--- src/hw/rtl/deferred_write_coalescer_defines.svh ---
// assertion macros for the deferred write coalescer
// expects aclk and aresetn in the scope of each use; no other dependencies
`ifndef DEFERRED_WRITE_COALESCER_DEFINES_SVH
`define DEFERRED_WRITE_COALESCER_DEFINES_SVH

// same-cycle implication, checked out of reset
`define DWC_ASSERT_IMP(lbl, ante, cons, msg) \
    lbl: assert property (@(posedge aclk) disable iff (!aresetn) (ante) |-> (cons)) \
        else $error(msg);

// next-cycle implication, checked out of reset
`define DWC_ASSERT_NXT(lbl, ante, cons, msg) \
    lbl: assert property (@(posedge aclk) disable iff (!aresetn) (ante) |=> (cons)) \
        else $error(msg);

`endif

--- src/hw/rtl/dwc_pkg.sv ---
// shared types, constants and helper functions of the deferred write coalescer
// no dependencies
package dwc_pkg;

    // sizing
    localparam int SLOTS_DEF = 4;
    localparam int MAX_OUT   = 4;
    localparam int CNT_W     = $clog2(MAX_OUT + 1);
    localparam int QPTR_W    = $clog2(MAX_OUT);
    localparam int PADDR_W   = 3;

    // register map, index taken from paddr[PADDR_W-1]
    localparam logic REG_IDX_DELAY = 1'b0;
    localparam logic [15:0] DELAY_RESET = 16'd400;

    // item kinds
    localparam logic KIND_UPDATE = 1'b0;
    localparam logic KIND_TICK   = 1'b1;

    // write sizes
    localparam logic [1:0] SIZE_BYTE = 2'd0;
    localparam logic [1:0] SIZE_HALF = 2'd1;
    localparam logic [1:0] SIZE_WORD = 2'd2;

    // key that is never held
    localparam logic [15:0] KEY_BYPASS = 16'h0000;

    typedef struct packed {
        logic        kind;
        logic [15:0] key;
        logic [1:0]  size;
        logic [15:0] address;
        logic [31:0] value;
    } item_t;

    typedef struct packed {
        logic [15:0] address;
        logic [31:0] value;
        logic [1:0]  size;
    } result_t;

    typedef struct packed {
        logic [CNT_W-1:0]          count;
        result_t [MAX_OUT-1:0]     res;
    } batch_t;

    typedef struct packed {
        logic             empty;
        logic [CNT_W-1:0] count;
    } oq_status_t;

    // size code three acts as a word
    function automatic logic [1:0] clamp_size(input logic [1:0] s);
        return (s > SIZE_WORD) ? SIZE_WORD : s;
    endfunction

    function automatic logic [31:0] mask_value(input logic [31:0] v, input logic [1:0] s);
        logic [31:0] r;
        case (s)
            SIZE_BYTE: r = {24'h0, v[7:0]};
            SIZE_HALF: r = {16'h0, v[15:0]};
            default:   r = v;
        endcase
        return r;
    endfunction

    // a delay of zero acts as one tick
    function automatic logic [15:0] load_delay(input logic [15:0] d);
        return (d == 16'd0) ? 16'd1 : d;
    endfunction

endpackage

--- src/hw/rtl/dwc_slots.sv ---
// pending write slots: key match, lowest free slot, tick countdown and expiry batch
// depends on dwc_pkg
module dwc_slots #(
    parameter int SLOTS = dwc_pkg::SLOTS_DEF
) (
    input  logic                aclk,
    input  logic                aresetn,
    input  logic                fire,
    input  dwc_pkg::item_t      item,
    input  logic [15:0]         delay_ticks,
    output dwc_pkg::batch_t     batch
);

    localparam int RANK_W = $clog2(SLOTS + 1);

    logic [SLOTS-1:0] used_reg, used_next;
    logic [15:0] key_reg  [SLOTS];
    logic [15:0] key_next [SLOTS];
    logic [15:0] addr_reg  [SLOTS];
    logic [15:0] addr_next [SLOTS];
    logic [1:0]  size_reg  [SLOTS];
    logic [1:0]  size_next [SLOTS];
    logic [31:0] data_reg  [SLOTS];
    logic [31:0] data_next [SLOTS];
    logic [15:0] cd_reg  [SLOTS];
    logic [15:0] cd_next [SLOTS];

    logic [15:0]       cd_dec [SLOTS];
    logic [RANK_W-1:0] rank   [SLOTS];
    logic [SLOTS-1:0]  expired, emit, match, first_free;
    logic              has_match, has_free, key_zero, bypass;
    logic [1:0]        in_size;
    logic [15:0]       load_cd;

    // per-slot lookup and expiry; lowest free slot and expiry rank look across all slots
    always_comb begin
        logic [SLOTS-1:0] lowm;
        in_size = dwc_pkg::clamp_size(item.size);
        load_cd = dwc_pkg::load_delay(delay_ticks);
        for (int i = 0; i < SLOTS; i++) begin
            lowm          = (SLOTS'(1) << i) - SLOTS'(1);
            cd_dec[i]     = (cd_reg[i] != 16'd0) ? (cd_reg[i] - 16'd1) : cd_reg[i];
            expired[i]    = used_reg[i] && (cd_dec[i] == 16'd0);
            match[i]      = used_reg[i] && (key_reg[i] == item.key);
            first_free[i] = !used_reg[i] && ((~used_reg & lowm) == '0);
            rank[i]       = RANK_W'($countones(expired & lowm));
            emit[i]       = expired[i] && (int'(rank[i]) < dwc_pkg::MAX_OUT);
        end
        has_match = |match;
        has_free  = |first_free;
        key_zero  = (item.key == dwc_pkg::KEY_BYPASS);
        bypass    = key_zero || (!has_match && !has_free);
    end

    // slot state update
    always_comb begin
        used_next = used_reg;
        key_next  = key_reg;
        addr_next = addr_reg;
        size_next = size_reg;
        data_next = data_reg;
        cd_next   = cd_reg;
        if (fire) begin
            if (item.kind == dwc_pkg::KIND_TICK) begin
                for (int i = 0; i < SLOTS; i++) begin
                    if (used_reg[i]) begin
                        cd_next[i] = cd_dec[i];
                    end
                    if (emit[i]) begin
                        used_next[i] = 1'b0;
                    end
                end
            end else if (!key_zero) begin
                for (int i = 0; i < SLOTS; i++) begin
                    if (match[i]) begin
                        // coalesce: address and size keep the first capture
                        data_next[i] = item.value;
                        cd_next[i]   = load_cd;
                    end else if (!has_match && first_free[i]) begin
                        used_next[i] = 1'b1;
                        key_next[i]  = item.key;
                        addr_next[i] = item.address;
                        size_next[i] = in_size;
                        data_next[i] = item.value;
                        cd_next[i]   = load_cd;
                    end
                end
            end
        end
    end

    // results of the item, in slot order
    always_comb begin
        batch = '0;
        if (item.kind == dwc_pkg::KIND_TICK) begin
            batch.count = dwc_pkg::CNT_W'($countones(emit));
            for (int j = 0; j < dwc_pkg::MAX_OUT; j++) begin
                for (int i = 0; i < SLOTS; i++) begin
                    if (emit[i] && (int'(rank[i]) == j)) begin
                        batch.res[j].address = addr_reg[i];
                        batch.res[j].value   = dwc_pkg::mask_value(data_reg[i], size_reg[i]);
                        batch.res[j].size    = size_reg[i];
                    end
                end
            end
        end else if (bypass) begin
            // write straight through
            batch.count          = dwc_pkg::CNT_W'(1);
            batch.res[0].address = item.address;
            batch.res[0].value   = dwc_pkg::mask_value(item.value, in_size);
            batch.res[0].size    = in_size;
        end
    end

    // occupancy
    always_ff @(posedge aclk) begin
        if (!aresetn) begin
            used_reg <= '0;
        end else begin
            used_reg <= used_next;
        end
    end

    // slot payload
    always_ff @(posedge aclk) begin
        key_reg  <= key_next;
        addr_reg <= addr_next;
        size_reg <= size_next;
        data_reg <= data_next;
        cd_reg   <= cd_next;
    end

endmodule

--- src/hw/rtl/dwc_outq.sv ---
// result queue: loads one item's whole batch, sends it one beat per cycle while m_tready is high
// depends on dwc_pkg
module dwc_outq (
    input  logic                 aclk,
    input  logic                 aresetn,
    input  logic                 load,
    input  dwc_pkg::batch_t      batch,
    output logic                 m_tvalid,
    input  logic                 m_tready,
    output dwc_pkg::result_t     m_res,
    output logic                 m_tlast,
    output dwc_pkg::oq_status_t  status
);

    dwc_pkg::result_t q_reg  [dwc_pkg::MAX_OUT];
    dwc_pkg::result_t q_next [dwc_pkg::MAX_OUT];
    logic [dwc_pkg::CNT_W-1:0]  cnt_reg, cnt_next;
    logic [dwc_pkg::QPTR_W-1:0] ptr_reg, ptr_next;

    // head of queue drives the port
    always_comb begin
        m_tvalid      = (cnt_reg != '0);
        m_tlast       = (cnt_reg == dwc_pkg::CNT_W'(1));
        m_res         = q_reg[ptr_reg];
        status.empty  = (cnt_reg == '0);
        status.count  = cnt_reg;
    end

    // load or drain
    always_comb begin
        cnt_next = cnt_reg;
        ptr_next = ptr_reg;
        q_next   = q_reg;
        if (load) begin
            cnt_next = batch.count;
            ptr_next = '0;
            for (int j = 0; j < dwc_pkg::MAX_OUT; j++) begin
                q_next[j] = batch.res[j];
            end
        end else if (m_tvalid && m_tready) begin
            cnt_next = cnt_reg - dwc_pkg::CNT_W'(1);
            ptr_next = ptr_reg + dwc_pkg::QPTR_W'(1);
        end
    end

    always_ff @(posedge aclk) begin
        if (!aresetn) begin
            cnt_reg <= '0;
            ptr_reg <= '0;
        end else begin
            cnt_reg <= cnt_next;
            ptr_reg <= ptr_next;
        end
    end

    always_ff @(posedge aclk) begin
        q_reg <= q_next;
    end

endmodule

--- src/hw/rtl/deferred_write_coalescer.sv ---
// deferred write coalescer top: input register, config register, slots and result queue
// depends on dwc_pkg, dwc_slots, dwc_outq and deferred_write_coalescer_defines.svh
//
//   port group  | direction | carries
//   s_*         | in        | update or tick beat (tuser = kind)
//   m_*         | out       | issued write beat (tlast = last write of the item)
//   apb         | in/out    | delay_ticks at byte address 0
//
// an accepted beat is held in the input register; its slot work is done in the cycle
// the result queue is empty, and all its writes (0 to 4) load the result queue at once
// the queue sends one write per cycle while m_tready is high;
// the next item waits in the input register until the queue is empty
// synchronous active-low reset clears slot occupancy, the input register valid bit and the queue,
// and loads the delay register with 400; no clearing pass
`include "deferred_write_coalescer_defines.svh"

module deferred_write_coalescer #(
    parameter int SLOTS = dwc_pkg::SLOTS_DEF
) (
    input  logic                        aclk,
    input  logic                        aresetn,
    // key [15:0], size_code [17:16], address [33:18], value [65:34], zero pad [71:66]
    input  logic [71:0]                 s_tdata,
    // kind [0]
    input  logic                        s_tuser,
    input  logic                        s_tvalid,
    output logic                        s_tready,
    // write_address [15:0], write_value [47:16], write_size [49:48], zero pad [55:50]
    output logic [55:0]                 m_tdata,
    output logic                        m_tlast,
    output logic                        m_tvalid,
    input  logic                        m_tready,
    input  logic                        psel,
    input  logic                        penable,
    input  logic                        pwrite,
    input  logic [dwc_pkg::PADDR_W-1:0] paddr,
    input  logic [31:0]                 pwdata,
    output logic [31:0]                 prdata,
    output logic                        pready
);

    logic                in_valid_reg, in_valid_next;
    dwc_pkg::item_t      item_reg, item_next;
    logic [15:0]         delay_reg, delay_next;
    logic                fire, cfg_wr;
    dwc_pkg::batch_t     batch;
    dwc_pkg::result_t    m_res;
    dwc_pkg::oq_status_t oq_status;

    // config port
    assign pready = 1'b1;
    assign cfg_wr = psel && penable && pwrite && pready;

    always_comb begin
        delay_next = delay_reg;
        if (cfg_wr && (paddr[dwc_pkg::PADDR_W-1] == dwc_pkg::REG_IDX_DELAY)) begin
            delay_next = pwdata[15:0];
        end
        prdata = '0;
        if (paddr[dwc_pkg::PADDR_W-1] == dwc_pkg::REG_IDX_DELAY) begin
            prdata = {16'h0, delay_reg};
        end
    end

    // input register, freed when its item is processed
    assign fire     = in_valid_reg && oq_status.empty;
    assign s_tready = !in_valid_reg || fire;

    always_comb begin
        in_valid_next = in_valid_reg;
        item_next     = item_reg;
        if (s_tvalid && s_tready) begin
            in_valid_next    = 1'b1;
            item_next.kind    = s_tuser;
            item_next.key     = s_tdata[15:0];
            item_next.size    = s_tdata[17:16];
            item_next.address = s_tdata[33:18];
            item_next.value   = s_tdata[65:34];
        end else if (fire) begin
            in_valid_next = 1'b0;
        end
    end

    always_ff @(posedge aclk) begin
        if (!aresetn) begin
            in_valid_reg <= 1'b0;
            delay_reg    <= dwc_pkg::DELAY_RESET;
        end else begin
            in_valid_reg <= in_valid_next;
            delay_reg    <= delay_next;
        end
    end

    always_ff @(posedge aclk) begin
        item_reg <= item_next;
    end

    dwc_slots #(
        .SLOTS (SLOTS)
    ) u_slots (
        .aclk        (aclk),
        .aresetn     (aresetn),
        .fire        (fire),
        .item        (item_reg),
        .delay_ticks (delay_reg),
        .batch       (batch)
    );

    dwc_outq u_outq (
        .aclk     (aclk),
        .aresetn  (aresetn),
        .load     (fire),
        .batch    (batch),
        .m_tvalid (m_tvalid),
        .m_tready (m_tready),
        .m_res    (m_res),
        .m_tlast  (m_tlast),
        .status   (oq_status)
    );

    // result beat packing
    assign m_tdata = {6'h0, m_res.size, m_res.value, m_res.address};

    // checks
    `DWC_ASSERT_NXT(a_in_hold, in_valid_reg && !oq_status.empty, in_valid_reg, "pending beat lost while results drain")
    `DWC_ASSERT_NXT(a_run_cont, m_tvalid && m_tready && !m_tlast, m_tvalid, "write run ended without last")
    `DWC_ASSERT_NXT(a_upd_one, fire && (item_reg.kind == dwc_pkg::KIND_UPDATE), oq_status.count < 2, "update gave more than one write")
    `DWC_ASSERT_IMP(a_batch_cap, fire, int'(batch.count) <= dwc_pkg::MAX_OUT, "tick batch over limit")

endmodule
--- config.mk ---
export PLATFORM = sky130hd
export DESIGN_NAME = deferred_write_coalescer
export DESIGN_NICKNAME = d
export VERILOG_FILES = /design/src/hw/rtl/dwc_pkg.sv /design/src/hw/rtl/dwc_slots.sv /design/src/hw/rtl/dwc_outq.sv /design/src/hw/rtl/deferred_write_coalescer.sv
export VERILOG_INCLUDE_DIRS = /design/src /design/src/hw/rtl
export SDC_FILE = /design/constraint.sdc
export NUM_CORES = 1
export LEC_CHECK = 0
export BUFFER_PORTS_ARGS = -buffer_cell sky130_fd_sc_hd__buf_2
export CAP_MARGIN = 0
export CORE_AREA = 3 3 237 239
export DETAILED_ROUTE_END_ITERATION = 6
export DIE_AREA = 0 0 240 242
export PLACE_DENSITY = 0.73
export SLEW_MARGIN = 25
export SYNTH_ARGS = -nofsm -noshare
export SYNTH_HDL_FRONTEND = slang
export SYNTH_HIERARCHICAL = 1
export SYNTH_SLANG_ARGS = --single-unit
export TNS_END_PERCENT = 20
--- constraint.sdc ---
create_clock -name aclk -period 15.8 [get_ports aclk]
set_clock_uncertainty 0.2 [all_clocks]
set_input_delay 1.58 -clock aclk [delete_from_list [all_inputs] [get_ports aclk]]
set_output_delay 1.58 -clock aclk [all_outputs]
set_load 0.03 [all_outputs]
### Word level (Yosys, flattened, before mapping)

Index checks and enable logic that the tools add are counted.

* logic and storage cells: 270
* flip-flop bits (word level): 621
* input bits: 115

* reductions and logical operators: 100
* eq/ne operators: 29
* $add $sub $neg: 11
* $lt $le $gt $ge: 5
* multiplexer cells: 70
* bitwise operators: 10

Operators by type and width (number)
* 50-bit 2-to-1 mux: 15
* 32-bit case mux with 2 select lines: 5
* 16-bit 2-to-1 mux: 18
* 32-bit 2-to-1 mux: 8
* 64-bit 2-to-1 mux: 2
* 50-bit binary-select mux with 2-bit select: 1
* 16-bit logical NOT: 6
* 16-bit equality test: 4
* 16-bit nonzero test: 4
* 16-bit by 1-bit subtractor with 16-bit output (second input constant): 4
* 5-bit AND reduction: 8
* 1-bit logical AND: 35
* 4-bit AND reduction: 8
* 2-bit nonzero test: 10
* 2-bit by 1-bit != test with 1-bit output (second input constant): 8
* 1-bit 2-to-1 mux: 15
* 3-bit nonzero test: 5
* 3-bit equality test (second input constant): 4
* 3-bit logical NOT: 4
* 4-bit logical NOT: 3
* 2-bit by 1-bit equality test with 1-bit output (second input constant): 5
* 2-bit logical NOT: 5
* 2-bit != test (second input constant): 5
* 3-bit 2-to-1 mux: 3
* other kinds (20): 40

### Logic depth before layout (Yosys ltp)

* depth after elaboration: 12
* mapped depth: 24
* gate-level depth less buffers: 24

### Hierarchy

Netlist, hierarchy kept.

By module, submodules not included
* dwc_slots: instances 1, cells an instance 1865, area each 19182.1 sq um
* dwc_outq: instances 1, cells an instance 298, area each 7502.2 sq um
* deferred_write_coalescer: instances 1, cells an instance 185, area each 3029.2 sq um

### Worst setup path before layout

No wires, ideal clock.

* path kind: reg-to-reg
* start point: reg u_outq/cnt_reg[0] in the netlist's numbering
* end point: reg u_slots/cd_reg[0] in the netlist's numbering, enable pin
* arrival: 9152 ps
* setup slack: 6080 ps
* cell stages (with the launch flop): 10
* required time: 15232 ps
* cells stage by stage: dfxtp_1 inv_1 ha_1 nand2b_4 inv_2 and2_1 and3_1 buf_1 a21boi_0 a21o_1

RTL lines
* start, declared: line dwc_outq.sv:17 `logic [dwc_pkg::CNT_W-1:0] cnt_reg, cnt_next;`
* start signal, assigned: line dwc_outq.sv:51 `cnt_reg <= cnt_next;`
* end signal, assigned: line dwc_slots.sv:130 `cd_reg <= cd_next;`
* end, declared: line dwc_slots.sv:25 `logic [15:0] cd_reg [SLOTS];`

### Final worst setup path

* start point: reg u_slots/cd_reg[32] in the netlist's numbering
* end point: reg u_outq/q_reg[106] in the netlist's numbering, data pin

* cells in the longest elaborated chain, start to end: 10
* elaborated cells on any way between the ends: 20
* those cells by class: 3 x add/sub; 2 x order compare; 2 x eq/ne; 4 x mux; 9 x reduce/logical

Ends and longest elaborated chain
* 16-bit by 1-bit subtractor with 16-bit output / 16-bit nonzero test (equally long branches): line dwc_slots.sv:42 `cd_dec[i] = (cd_reg[i] != 16'd0) ? (cd_reg[i] - 16'd1) : cd_reg[i];`
* 16-bit 2-to-1 mux (*): line dwc_slots.sv:42
* 16-bit logical NOT (*): line dwc_slots.sv:43 `expired[i] = used_reg[i] && (cd_dec[i] == 16'd0);`
* 1-bit logical AND (*): line dwc_slots.sv:43
* 1-bit by 1-bit adder with 2-bit output (not written as such): line dwc_slots.sv:46 `rank[i] = RANK_W'($countones(expired & lowm));`
* 3-bit by 1-bit adder with 3-bit output (not written as such) / 3-bit < comparator (equally long branches): line dwc_slots.sv:46, dwc_slots.sv:47
* 3-bit < comparator / 1-bit logical AND (equally long branches): line dwc_slots.sv:47 `emit[i] = expired[i] && (int'(rank[i]) < dwc_pkg::MAX_OUT);`
* 1-bit logical AND, on equally long branches: line dwc_slots.sv:47, dwc_slots.sv:99
* 1-bit logical AND / 50-bit 2-to-1 mux (equally long branches): line dwc_slots.sv:99 `if (emit[i] && (int'(rank[i]) == j)) begin`
* 50-bit 2-to-1 mux (*): line dwc_slots.sv:99
* end signal, assigned: line dwc_outq.sv:57 `q_reg <= q_next;`
* end, declared: line dwc_outq.sv:15 `dwc_pkg::result_t q_reg [dwc_pkg::MAX_OUT];`

Every way passes the cells marked *; elsewhere a longest branch is shown, timed or not.
A chain may end at the register's enable or synchronous reset.

==> out/qor.csv <==
stage,metric,value,unit
cells_and_area,layout cell share with drive strength beyond 1,18.3,%
synth,"EDFF count, synth",595,
clock_network,hold-fix buffers at CTS,0,
clock_network,TritonCTS clock tree,built,
die,Core Box Area,54000,µm²
job,Max Cap Violations,0,
synth,ys flop type,edfxtp_1,
route,DR pass1 iterations,6,
timing,Slew HR,28.4,%
power,static leakage,11.0,nW
route,number of DRC markers in iteration 0,2494,
clock_network,CTS HTree Levels,3,
timing,final period utilization,49.9,%
placement,port buffer count,159,
synth,yosys warns,6,
synth,mapped cell area,29700,µm²
route,Avg WL per Cell,25.2,µm
timing,Fmax achieved,0.127,GHz
power,Max IR drop VDD,0.109,mV
cells_and_area,fin util,61.4,%
critical_path,Worst Path Buf+Inv,2,
route,Via-to-Cell Ratio,6.67,
critical_path,Critical Path End Type,flop,
synth,sequential area share after synthesis,61.9,%
clock_network,Max clock buf depth,3,
clock_network,Clock Pin Slew Worst Setup and Hold Paths,0.06,ns
route,ANT nets after route,0,
clock_network,setup bufs post-CTS,0,
cells_and_area,synth-to-layout area growth,11.7,%
clock_network,CTS Buf Count,68,
global_routing,largest net degree at the start of global routing,85,
critical_path,Setup CP Type,flop to flop,
global_routing,gr usage total,27.1,%
timing,Least-Margin Pin Slew,1.07,ns
synth,Post-synth ARST share,0,%
die,die area,58100,µm²
timing,Setup-failing EPs final,0,
critical_path,critical path's largest stage delay,0.74,ns
route,final wirelength,80000,µm
critical_path,CP required,15.93,ns
critical_path,startpoint types,flop,
synth,Mapped Avg Cell Area,12.7,µm²
global_routing,first-pass GRT wire length,121000,µm
die,IO Pins,207,
timing,setup tns final,0,ns
die,Die Y,242,µm
critical_path,"critical path fanouts, max",37,
outcome,status,"complete, no violations",
global_routing,initial antenna violation count,1,
die,# rows,85,
die,effective utilization at floorplan,55.0,%
clock_network,CTS root buffer,clkbuf_16,
clock_network,post_cts resized,0,
critical_path,worst path cell trace,inv_1 -> ha_1 -> nand2b_1 -> or4_1 -> or4_1 -> xnor2_1 -> or4b_2 -> a2111oi_0 -> and3_1 -> ha_4 -> ha_1 -> ha_1 -> nor2_1 -> nand3_1 -> a2111oi_1 -> nand3_1 -> nor4_2 -> nand3_1 -> buf_4 -> o21ai_0 -> a21oi_1,
timing,RSZ-0062 raised after global routing,no,
timing,Final Hold Vio Count,0,
timing,crit path time final,7.89,ns
power,Final Total Pwr,4.19,mW
global_routing,vias in the first global route,20957,
synth,Unique masters post-synth,86,
placement,HPWL after DPL,45500,µm
cells_and_area,number of nets in the layout,2563,
global_routing,Overflow after GRT,0,
synth,Seq cells post-synth,621,
cells_and_area,Filler cells,4041,
critical_path,Crit-path slowest cell,a2111oi_0,
worst_hold_path,hold crit path type,flop to flop,
clock_network,Clock Sink Count,621,
route,via count,21235,
die,Die Wd,240,µm
critical_path,data arrival time of the worst path,8.01,ns
critical_path,"Largest delay share family, worst path",simple AND/OR/NAND/NOR gates,
cells_and_area,max FFs per register,200,
cells_and_area,ant diodes,0,
route,DRC errors left,0,
clock_network,Worst-Skew Late Latency,0.62,ns
placement,routability congestion estimate,0.918,
synth,Post-Syn Instances,2348,
power,Pwr Density,126,nW/µm²
timing,final max-slew violation count,0,
cells_and_area,Multi-input gate area,10500,µm²
cells_and_area,register area,18400,µm²
[through the flow]
| stage | cell area, µm² | cells | hold WS [ns] | setup WS [ns] |
|---|---|---|---|---|
| 2_1_floorplan | 29800 | 2369 | 0.256 | 6.08 |
| 3_5_place_dp | 30900 | 3057 | 0.286 | 7.91 |
| 5_1_grt | 33200 | 3182 | 0.325 | 7.62 |
| 6_report | 33200 | 3182 | 0.300 | 7.91 |
| 4_1_cts | 33100 | 3181 | 0.298 | 7.86 |
| 3_3_place_gp | 30900 | 3057 | 0.273 | 8.04 |
[worst register-to-register path, stage by stage (launching register included)]
cell	delay (ns)
edfxtp_1	0.45
inv_1	0.11
ha_1	0.16
nand2b_1	0.13
or4_1	0.49
or4_1	0.54
xnor2_1	0.16
or4b_2	0.64
a2111oi_0	0.74
and3_1	0.56
ha_4	0.30
ha_1	0.22
ha_1	0.20
nor2_1	0.12
nand3_1	0.12
a2111oi_1	0.44
nand3_1	0.26
nor4_2	0.48
nand3_1	0.44
buf_4	0.48
o21ai_0	0.28
a21oi_1	0.07
[layout make-up]
class / instances / area share [%]
sequential: 621 / 55.4
inverter: 32 / 0.369
multi-input combinational: 1514 / 31.5
timing repair buffer: 195 / 3.28
clock inverter: 45 / 1.46
tap: 696 / 2.62
clock buffer: 79 / 5.35
[synthesized netlist by cell type, drive strengths merged (5+ instances only)]
cell type	instances	area (µm²)
a211o	17	149
or3	11	68.8
nor3b	9	83.8
nand2	227	852
a22oi	77	678
and4	5	43.8
or4	12	93.8
nor4	47	364
o41ai	6	60.1
o21ai	84	420
nand2b	9	63.8
a41oi	5	43.8
ha	14	175
and3	33	206
mux4	50	1130
inv	30	113
dfxtp	26	521
a21oi	193	966
nor3	27	135
or4b	20	204
a2111oi	5	45.0
or2	11	68.8
buf	70	462
a211oi	9	67.6
edfxtp	595	17900
a31oi	12	75.1
a221o	33	330
nor4b	9	78.8
and2b	7	60.1
and2	54	338
nor2	99	422
mux2i	26	260
clkbuf	132	495
nor2b	30	188
a21o	8	60.1
o211ai	46	345
xor2	33	289
and4b	5	50.1
xnor2	57	499
o31ai	5	37.5
nand3	70	350
nand4	76	475
o21a	7	52.6
[worst paths after layout]
check	slack, ns	start	cells past startpoint	to
worst max-delay path	7.91	u_slots/cd_reg[32]	21	u_outq/q_reg[106]
worst min-delay path	0.30	delay_reg[12]	2	delay_reg[12]
worst max register to register	7.91	u_slots/cd_reg[32]	21	u_outq/q_reg[106]
worst min register to register	0.30	delay_reg[12]	2	delay_reg[12]
[kinds of logic after synthesis]
group / after synthesis / share of synthesized area (%)
mux: 80 / 4.82
flops: 621 / 61.9
buf+inv: 234 / 3.63
xor+xnor: 90 / 2.65
fa+ha+maj: 16 / 0.724
simple gates: 774 / 14.3
other cells: 2 / 0.0253
compound gates: 531 / 11.9
[metal layers]
| metal | up-vias | track usage (%) | part of all wire [%] |
|---|---|---|---|
| met1 | 10238 | 35.8 | 37 |
| met2 | 1419 | 43.9 | 47 |
| li1 | 9230 | - | - |
| met5 | - | 0 | 0.016 |
| met4 | 2 | 11.7 | 4.6 |
| met3 | 346 | 5.67 | 11 |
[cells in the final DEF (no fill, tap or decap), types with 23 or more instances in the layout]
cell	synthesis	final
edfxtp_1	595	595
nand2_1	227	227
a21oi_1	193	193
buf_2	29	159
o21ai_0	83	83
nor2_1	79	78
nand4_1	76	76
nand3_1	70	70
clkbuf_16	0	69
a22oi_1	57	57
xnor2_1	57	57
and2_1	54	51
mux4_2	50	50
o211ai_1	46	46
nor4_1	40	38
buf_4	29	34
xor2_1	33	33
a221o_1	33	33
and3_1	33	31
nor2b_1	30	29
inv_1	28	28
mux2i_1	26	26
nor3_1	27	25
dfxtp_1	26	24
conb_1	2	23
[report_power, final]
group | internal (mW) | total, mW | switching (mW)
Clock | 0.919 | 1.58 | 0.660
Combinational | 0.170 | 0.537 | 0.367
Sequential | 2.00 | 2.08 | 0.0838
Power figures use the tool's default switching activity.
